<file path="config.mk">
export PLATFORM = sky130hd
export DESIGN_NAME = pdq_ctrl
export DESIGN_NICKNAME = d
export VERILOG_FILES = /design/src/hdl/palette_dither_quantizer_assert.svh /design/src/hdl/pdq_pkg.sv /design/src/hdl/pdq_ctrl.sv
export SDC_FILE = /design/constraint.sdc
export NUM_CORES = 1
export LEC_CHECK = 0
export ABC_AREA = 1
export BUFFER_PORTS_ARGS = -buffer_cell sky130_fd_sc_hd__buf_2
export CAP_MARGIN = 20
export CORE_AREA = 10 10 47 49
export CTS_CLUSTER_SIZE = 30
export DETAILED_ROUTE_END_ITERATION = 10
export DIE_AREA = 0 0 57 59
export PLACE_DENSITY = 0.47
export RECOVER_POWER = 50
export SLEW_MARGIN = 30
export SYNTH_ARGS = -nofsm -noshare
export SYNTH_HDL_FRONTEND = slang
export SYNTH_SLANG_ARGS = --single-unit
</file>
<file path="constraint.sdc">
create_clock -name clk_i -period 1.37 [get_ports clk_i]
set_input_delay 0.0685 -clock clk_i [delete_from_list [all_inputs] [get_ports clk_i]]
set_output_delay 0.0685 -clock clk_i [all_outputs]
set_load 0.05 [all_outputs]
</file>
<file path="src/hdl/palette_dither_quantizer_assert.svh">
// Assertion macros for the palette dither quantizer.
// Used by the top level only; no other dependencies.
`ifndef PALETTE_DITHER_QUANTIZER_ASSERT_SVH
`define PALETTE_DITHER_QUANTIZER_ASSERT_SVH
`ifndef SYNTHESIS
`define PDQ_ASSERT_CLK(lbl, clk, rstn, prop, msg) \
  lbl: assert property (@(posedge clk) disable iff (!rstn) prop) else $error(msg);
`define PDQ_ASSERT(lbl, prop, msg) `PDQ_ASSERT_CLK(lbl, clk_i, rst_ni, prop, msg)
`else
`define PDQ_ASSERT_CLK(lbl, clk, rstn, prop, msg)
`define PDQ_ASSERT(lbl, prop, msg)
`endif
`endif

</file>
<file path="src/hdl/pdq_pkg.sv">
// Shared types, constants and helper functions for the palette dither quantizer.
// No dependencies.
`default_nettype none
package pdq_pkg;
  localparam int unsigned ErrW  = 9;
  localparam int unsigned SumW  = 11;
  localparam int unsigned DistW = 18;
  localparam int unsigned CfgAddrW = 2;
  localparam int unsigned CfgDataW = 16;

  localparam logic [CfgAddrW-1:0] REG_FRAME_WIDTH   = 2'd0;
  localparam logic [CfgAddrW-1:0] REG_FRAME_HEIGHT  = 2'd1;
  localparam logic [CfgAddrW-1:0] REG_PALETTE_COUNT = 2'd2;

  localparam logic OP_PALETTE = 1'b0;
  localparam logic OP_PIXEL   = 1'b1;

  localparam logic [3:0] SHARE_RIGHT = 4'd7;
  localparam logic [3:0] SHARE_DOWN  = 4'd5;
  localparam logic [3:0] SHARE_LEFT  = 4'd3;
  localparam logic [3:0] SHARE_DIAG  = 4'd1;

  typedef logic signed [ErrW-1:0] err_t;
  typedef struct packed {
    err_t r;
    err_t g;
    err_t b;
  } err3_t;
  typedef struct packed {
    logic [7:0] r;
    logic [7:0] g;
    logic [7:0] b;
  } rgb_t;

  typedef struct packed {
    logic accept_pal;
    logic accept_pix;
    logic lat_x;
    logic rd_xm1;
    logic lat_xm1;
    logic search_start;
    logic shares;
    logic wr_x;
    logic wr_xm1;
    logic out_load;
    logic clr_step;
  } pdq_cmd_t;

  typedef struct packed {
    logic search_done;
    logic clr_last;
    logic out_free;
    logic frame_end;
  } pdq_stat_t;

  // e*k/16, truncated toward zero
  function automatic err_t share(input err_t e, input logic [3:0] k);
    logic signed [13:0] ek;
    logic signed [13:0] pr;
    ek = {{5{e[ErrW-1]}}, e};
    pr = ek * $signed({10'd0, k});
    if (pr < 0) begin
      pr = pr + 14'sd15;
    end
    return err_t'(pr >>> 4);
  endfunction

  function automatic logic [7:0] sat8(input logic signed [SumW-1:0] v);
    logic [7:0] r;
    if (v < 0) begin
      r = 8'd0;
    end else if (v > 11'sd255) begin
      r = 8'd255;
    end else begin
      r = v[7:0];
    end
    return r;
  endfunction
endpackage
`default_nettype wire

</file>
<file path="src/hdl/pdq_ctrl.sv">
// Sequencer for the palette dither quantizer: steps each pixel through
// read, search, diffusion and output. Depends on pdq_pkg.
`default_nettype none
module pdq_ctrl (
  input  wire logic              clk_i,
  input  wire logic              rst_ni,
  input  wire logic              s_axis_tvalid,
  input  wire logic              opcode_i,
  output logic                   s_axis_tready,
  input  wire pdq_pkg::pdq_stat_t stat_i,
  output pdq_pkg::pdq_cmd_t      cmd_o
);
  import pdq_pkg::*;

  localparam logic [3:0] S_CLR  = 4'd0;
  localparam logic [3:0] S_IDLE = 4'd1;
  localparam logic [3:0] S_RD1  = 4'd2;
  localparam logic [3:0] S_RD2  = 4'd3;
  localparam logic [3:0] S_SRCH = 4'd4;
  localparam logic [3:0] S_ERR  = 4'd5;
  localparam logic [3:0] S_WR0  = 4'd6;
  localparam logic [3:0] S_WR1  = 4'd7;
  localparam logic [3:0] S_FIN  = 4'd8;

  logic [3:0] state_q, state_d;
  logic       accept;

  assign s_axis_tready = (state_q == S_IDLE);
  assign accept = s_axis_tvalid && s_axis_tready;

  always_comb begin
    state_d = state_q;
    cmd_o   = '0;
    case (state_q)
      S_CLR: begin
        cmd_o.clr_step = 1'b1;
        if (stat_i.clr_last) state_d = S_IDLE;
      end
      S_IDLE: begin
        if (accept) begin
          if (opcode_i == OP_PIXEL) begin
            cmd_o.accept_pix = 1'b1;
            state_d = S_RD1;
          end else begin
            cmd_o.accept_pal = 1'b1;
          end
        end
      end
      S_RD1: begin
        cmd_o.lat_x  = 1'b1;
        cmd_o.rd_xm1 = 1'b1;
        state_d = S_RD2;
      end
      S_RD2: begin
        cmd_o.lat_xm1      = 1'b1;
        cmd_o.search_start = 1'b1;
        state_d = S_SRCH;
      end
      S_SRCH: begin
        if (stat_i.search_done) state_d = S_ERR;
      end
      S_ERR: begin
        cmd_o.shares = 1'b1;
        state_d = S_WR0;
      end
      S_WR0: begin
        cmd_o.wr_x = 1'b1;
        state_d = S_WR1;
      end
      S_WR1: begin
        cmd_o.wr_xm1 = 1'b1;
        state_d = S_FIN;
      end
      S_FIN: begin
        // hold until the output register can take the result
        if (stat_i.out_free) begin
          cmd_o.out_load = 1'b1;
          state_d = stat_i.frame_end ? S_CLR : S_IDLE;
        end
      end
      default: state_d = S_IDLE;
    endcase
  end

  always_ff @(posedge clk_i or negedge rst_ni) begin
    if (!rst_ni) begin
      state_q <= S_CLR;
    end else begin
      state_q <= state_d;
    end
  end
endmodule
`default_nettype wire

</file>
==> results of run 1 <==
-- cell type report --
type / instances / area, um^2 / area share, %
Inverter: 10 / 48.8 / 6.98
Tap cell: 16 / 20.0 / 2.86
Timing Repair Buffer: 28 / 255 / 36.5
Clock buffer: 3 / 22.5 / 3.22
Multi-Input combinational cell: 38 / 249 / 35.6
Sequential cell: 4 / 104 / 14.8
-- routing by layer --
metal / routed length (um) / track usage (%) / vias to the layer above
met2: 659 / 11.8 / 20
met5: 0 / 0 / -
met1: 421 / 7.89 / 209
li1: - / - / 222
met3: 133 / 4.51 / 6
met4: 41 / 7.05 / 0
-- power breakdown --
part | leakage, nW | internal (mW) | switching, mW
Clock | 0.0138 | 0.0986 | 0.0577
Sequential | 0.0463 | 0.182 | 0.0906
Combinational | 0.273 | 0.635 | 0.995
-- stage by stage --
step | setup WS (ps) | utilization (%) | setup TNS [ps]
after floorplan | -344 | - | -1090
after global placement | 107 | 33.8 | 0
after detailed placement | 97.0 | 33.8 | 0
after CTS | -18.2 | 44.8 | -18.2
after global routing | -105 | 49.9 | -555
final | -12.4 | 49.9 | -27.1
-- kinds of logic (layout without fill, tap and decap cells) --
| logic type | count (synthesis) | after routing | share of synthesized area (%) |
|---|---|---|---|
| and+or+nand+nor | 36 | 36 | 48.6 |
| AOI/OAI and AO/OA | 2 | 2 | 3.16 |
| buffers and inverters | 12 | 41 | 16.6 |
| DFF | 4 | 4 | 31.6 |
-- final timing paths --
path | startpoint | slack (ps) | cells past startpoint | end
worst max-delay path | state_q[0]$_DFFE_PN0P_ | -10 | 7 | cmd_o[10]
worst min-delay path | rst_ni | 180 | 2 | state_q[2]$_DFFE_PN0P_
worst max register to register | state_q[3]$_DFFE_PN0P_ | 100 | 8 | state_q[0]$_DFFE_PN0P_
worst min register to register | state_q[1]$_DFFE_PN0P_ | 680 | 3 | state_q[0]$_DFFE_PN0P_
max in group asynchronous | rst_ni | 980 | 2 | state_q[1]$_DFFE_PN0P_
min in group clk_i | stat_i[3] | 190 | 5 | state_q[1]$_DFFE_PN0P_
-- placed cells by master, fill, tap and decap left out, types with 2 or more instances in the layout --
| cell type | synthesis | routed |
|---|---|---|
| buf_4 | 2 | 8 |
| nand2_1 | 13 | 10 |
| inv_1 | 10 | 5 |
| o21ai_0 | 2 | 2 |
| buf_8 | 0 | 6 |
| nand2_2 | 0 | 3 |
| nor2_1 | 12 | 3 |
| buf_2 | 0 | 7 |
| clkbuf_4 | 0 | 3 |
| nand3_1 | 6 | 6 |
| nor2_2 | 1 | 3 |
| inv_2 | 0 | 3 |
| nor2_4 | 0 | 7 |
| dfrtp_2 | 0 | 3 |
| buf_6 | 0 | 5 |
-- what timing repair did --
item | CTS | global route
hold buffers | 1 | 0
buffers inserted | 2 | 2
endpoints found under the setup margin | 11 | 13
hold endpoints to repair | 4 | 0
gates resized for setup | 35 | 20
pin swaps | 5 | 9
==> impl_summary.txt, run 1 <==
----------------------------------------------------
[Synthesis]
  Cell accounting for the most synthesized area ... dfrtp_1
  Sequential area share after synthesis ... 31.6%
  Top cells by instance count after synthesis ... nand2_1 (13), nor2_1 (12), inv_1 (10)
  Share of flip-flops with an asynchronous set or reset ... 100%
  Commonest register cell after synthesis ... dfrtp_1
  Area share of the leading cell type in the synthesized netlist ... 31.6%
  Number of library cell types mapped by synthesis ... 11
  Number of enable flip-flop cells after synthesis ... 0
  Cell count after synthesis ... 54
  Register bit count reported by yosys ... 4
  Net count of the mapped netlist ... 62
  Biggest area contributors in the synthesized netlist ... dfrtp_1 (32%), nand2_1 (15%), nor2_1 (14%)
  Warnings from Yosys ... 0
  Post-Synthesis Cell Area ... 317 um^2
  Syn avg cell area ... 5.86 um^2
  Library cell with the highest instance count after synthesis ... nand2_1

[Route]
  Vias per std cell ... 4.62
  Via count ... 457
  Residual antenna-violating net count after detailed routing ... 0
  WL per Instance ... 12.7 um
  Wirelength, routed ... 1260 um
  DR iter-0 viols ... 8
  DRC Markers ... 0
  Detailed Routing Iterations Pass 1 ... 4

[Timing]
  Min setup slack post-route ... -12.4 ps
  Fmax ... 723 MHz
  Worst clock skew ... 3.62 ps
  Least-Margin Pin Slew ... 250 ps
  RSZ-0062 raised after global routing ... yes
  Period minus WS final ... 1380 ps
  Worst Hold Margin ... 183 ps
  Finish-stage setup viols ... 3
  Post-route clock period utilization ... 101%
  Final max-slew violation count ... 0
  Worst slew margin relative to its limit ... 83.3%
  Number of hold violations in the final report ... 0

[Floorplanning]
  Core region area ... 0.00140 mm^2
  Width of the chip ... 57 um
  Area of the die ... 0.00336 mm^2
  Number of ports placed on the die boundary ... 20
  Starting Density ... 22.6%
  Height of the chip ... 59 um
  Row count ... 14

[CTS]
  Buffer levels on the longest clock path ... 2
  Number of buffers inserted during clock tree synthesis ... 3
  Number of clock sinks ... 4
  Clock H-tree levels ... 1
  TritonCTS clock tree ... yes
  Worst-skew pair later-pin latency ... 250 ps
  Clk root buf ... clkbuf_4
  Reg clk slew, reported paths ... 40 ps

[Critical path]
  WP data arrival ... 1310 ps
  Critical path, cell by cell ... inv_2 > nor2_4 > nand2_2 > clkinvlp_4 > nand2_2 > nor2_4 > buf_8
  Nature of the critical path startpoint ... flop
  Max stage delay cell, worst path ... dfrtp_1
  Kind of critical path ... flop to output port
  Required time at the endpoint of the critical path ... 1300 ps
  Buf/Inv on CP ... 3
  Element type at the critical path end ... output port
  Cell family contributing the most delay on the critical path ... flip-flops
  Crit-path max FO ... 3
  Largest stage delay on the critical path ... 410 ps

[Pwr]
  Lkg Pwr ... 0.333 nW
  Pwr Total ... 2.06 mW
  Worst VDD drop ... 1270 uV
  P per Cell Area ... 2940 mW/mm^2

[Global routing]
  Total grt overflow ... 0
  Number of antenna violations at the first check in global routing ... 0
  Maximum number of pins on one net before global-route repair ... 7
  Number of global-route vias before repair ... 469
  Global router's overall resource usage ... 7.97%
  Wire length of the first global-routing pass ... 2060 um

[Status]
  Violations in the final reports ... setup timing
  Outcome ... finished with violations

[Run]
  Count of max-cap constraint violations ... 0

[Finish]
  Antenna diode count ... 0
  Nets@finish ... 93
  Count of non-filler cells in the finished layout ... 99
  Largest register FFs ... 4
  Fraction of layout cells with a size suffix above 1 ... 62.7%
  Largest registers in the final layout ... state_q (4)
  Filler cells ... 151
  Synthesis-to-layout area growth ... 121%
  Register with the most flip-flops ... state_q
  Layout Cell Area excl Fill ... 699 um^2

[Place]
  Count of buffers from port buffering ... 19
  Post-DP HPWL ... 904 um
  Post-Place Cell Area ... 474 um^2
  Final estimated routing congestion in global placement ... 0.761
  # placed instances ... 91

[Hold path]
  Type of the tightest min-delay check ... input port to async pin

----------------------------------------------------
Note: power is estimated with default switching activity, not from simulation.
==> run 2, diff against run 1 <==
Settings changed: ABC_AREA 1 to default, PLACE_DENSITY 0.47 to 0.46.
==> impl_summary.txt, run 2 <==
----------------------------------------------------
[CTS]
  Reg clk slew, reported paths ... 40 ps
  TritonCTS clock tree ... yes
  Number of buffers inserted during clock tree synthesis ... 3
  Worst-skew pair later-pin latency ... 230 ps
  Number of clock sinks ... 4
  Clock H-tree levels ... 1
  Buffer levels on the longest clock path ... 2
  Clk root buf ... clkbuf_4

[Finish]
  Most frequent cells in the layout ... buf_6 (13), buf_4 (11), buf_2 (6)
  Synthesis-to-layout area growth ... 161%
  Nets@finish ... 82
  Antenna diode count ... 0
  Fraction of layout cells with a size suffix above 1 ... 82.2%
  Register with the most flip-flops ... state_q
  Leading cell type in the layout, fill and taps excluded ... buf_6
  Largest register FFs ... 4
  Fraction of the core area covered by cells at the end of the flow ... 57.2%
  Largest registers in the final layout ... state_q (4)

[Global routing]
  Global router's overall resource usage ... 8.45%
  Maximum number of pins on one net before global-route repair ... 7
  Number of antenna violations at the first check in global routing ... 0
  Total grt overflow ... 0
  Wire length of the first global-routing pass ... 2300 um
  Number of global-route vias before repair ... 476

[Critical path]
  Required time at the endpoint of the critical path ... 1300 ps
  Nature of the critical path startpoint ... flop
  Critical path, cell by cell ... or4b_4 > nor2_4 > buf_8
  Crit-path max FO ... 3
  Kind of critical path ... flop to output port
  Element type at the critical path end ... output port
  Largest stage delay on the critical path ... 550 ps
  Max stage delay cell, worst path ... or4b_4
  Worst Reg-to-Reg Cells ... 4
  WP data arrival ... 1470 ps

[Route]
  DRC Markers ... 0
  Detailed Routing Iterations Pass 1 ... 2
  DR iter-0 viols ... 2
  Wirelength, routed ... 1230 um
  Residual antenna-violating net count after detailed routing ... 0
  Vias per std cell ... 4.66
  WL per Instance ... 13.8 um
  Via count ... 415

[Status]
  Violations in the final reports ... setup timing
  Outcome ... finished with violations

[Hold path]
  Hold depth ... 2
  Type of the tightest min-delay check ... input port to flop

[Synthesis]
  Xor and xnor fraction of the mapped netlist area ... 2.85%
  Number of enable flip-flop cells after synthesis ... 0
  Library cell with the highest instance count after synthesis ... nor2_1
  Net count of the mapped netlist ... 45
  Commonest register cell after synthesis ... dfrtp_1
  Share of synthesized area spent on multiplexers ... 3.66%
  Share of flip-flops with an asynchronous set or reset ... 100%
  Post-Synthesis Cell Area ... 308 um^2
  Largest family of logic cells by synthesized area ... simple AND/OR/NAND/NOR gates
  Top cells by instance count after synthesis ... nor2_1 (5), dfrtp_1 (4), nand2_1 (4)
  Number of library cell types mapped by synthesis ... 21
  Warnings from Yosys ... 0
  Cell count after synthesis ... 37
  Syn avg cell area ... 8.32 um^2
  Cell accounting for the most synthesized area ... dfrtp_1
  Post-synthesis adder-cell area fraction ... 0%
  Register bit count reported by yosys ... 4
  Sequential area share after synthesis ... 32.5%
  Biggest area contributors in the synthesized netlist ... dfrtp_1 (33%), buf_4 (7.3%), nor2_1 (6.1%)
  Simple-gate area share of the yosys netlist ... 41.1%
  Area share of the leading cell type in the synthesized netlist ... 32.5%
  Fraction of the mapped netlist area in compound gates ... 9.76%

[Floorplanning]
  Row count ... 14
  Starting Density ... 22.0%
  Number of ports placed on the die boundary ... 20
  Core region area ... 0.00140 mm^2
  Area of the die ... 0.00336 mm^2
  Width of the chip ... 57 um
  Height of the chip ... 59 um

[Place]
  Count of buffers from port buffering ... 19
  Final estimated routing congestion in global placement ... 0.764

[Pwr]
  Worst VDD drop ... 1160 uV
  Lkg Pwr ... 0.344 nW
  P per Cell Area ... 2490 mW/mm^2

[Timing]
  Min setup slack post-route ... -167 ps
  Least-Margin Pin Slew ... 330 ps
  Worst slew margin relative to its limit ... 77.9%
  Period minus WS final ... 1540 ps
  Worst clock skew ... 2.84 ps
  RSZ-0062 raised after global routing ... yes
  Fmax ... 651 MHz
  Final max-slew violation count ... 0
  Finish-stage setup viols ... 12
  Number of hold violations in the final report ... 0
  Sum of negative setup slack ... -1280 ps
  Post-route clock period utilization ... 112%

[Run]
  Count of max-cap constraint violations ... 0

----------------------------------------------------
==> run 2: cell count changes after synthesis, moves of 6 or more <==
cell / before / now
inv_1: 10 / 1
nand2_1: 13 / 4
nand3_1: 6 / 0
nor2_1: 12 / 5
==> run 2: metal layers <==
layer	vias up	routed length, um	global-route usage (%)
li1	201	-	-
met1	198	435	8.14
met2	14	672	13.5
met3	2	109	4.08
met4	0	14	7.05
met5	-	0	0
==> run 2: cell families (layout without fill, tap and decap cells) <==
family                    count (synthesis)  after routing
and+or+nand+nor                          21             21
AOI/OAI and AO/OA                         5              5
buffers and inverters                     5             41
DFF                                       4              4
xor gates and xnor gates                  1              1
muxes                                     1              1
==> run 2: worst paths after layout <==
check	startpoint	to	slack [ps]
worst max register to register	state_q[1]$_DFFE_PN0P_	state_q[0]$_DFFE_PN0P_	-70
min in group asynchronous	rst_ni	state_q[2]$_DFFE_PN0P_	190
worst max-delay path	state_q[1]$_DFFE_PN0P_	cmd_o[1]	-170
worst min register to register	state_q[3]$_DFFE_PN0P_	state_q[2]$_DFFE_PN0P_	580
worst min-delay path	stat_i[1]	state_q[3]$_DFFE_PN0P_	40
max in group asynchronous	rst_ni	state_q[3]$_DFFE_PN0P_	980
==> run 2: area by class of cell <==
type,count,area (um^2)
flip-flops and latches,4,104
fillers,137,599
clock buffers,4,26.3
repair buffers,36,333
multi-input cells,28,315
inverters,1,3.75
well taps,16,20.0
==> run 2: power by group <==
| part | internal, mW | switching [mW] | leakage (nW) | total [mW] |
|---|---|---|---|---|
| sequential | 0.178 | 0.0632 | 0.0465 | 0.242 |
| combinational | 0.743 | 0.858 | 0.282 | 1.60 |
| clock | 0.109 | 0.0481 | 0.0150 | 0.157 |
==> run 2: what timing repair did <==
action,in CTS,in global routing
hold endpoints to repair,4,0
pin swaps,7,6
resized for setup,45,7
setup buffers,6,3
endpoints found under the setup margin,14,14
hold buffers,1,0
==> run 2: stage by stage <==
stage / cells / worst slack [ps] / hold slack [ps] / power, mW / area (um^2)
after floorplan: 37 / -405 / -227 / 1.03 / 374
after global placement: 77 / -27.0 / -125 / 1.31 / 526
after detailed placement: 77 / -35.8 / -123 / 1.31 / 526
after CTS: 88 / -174 / 39.1 / 1.95 / 774
after global routing: 89 / -226 / 48.2 / 2.12 / 802
final: 89 / -167 / 42.6 / 2.00 / 802
==> run 2: critical path: cells and delay by family (launching register included) <==
kind | cells | cell delay, ps
buf+inv | 1 | 150
simple gates | 2 | 660
flops | 1 | 420
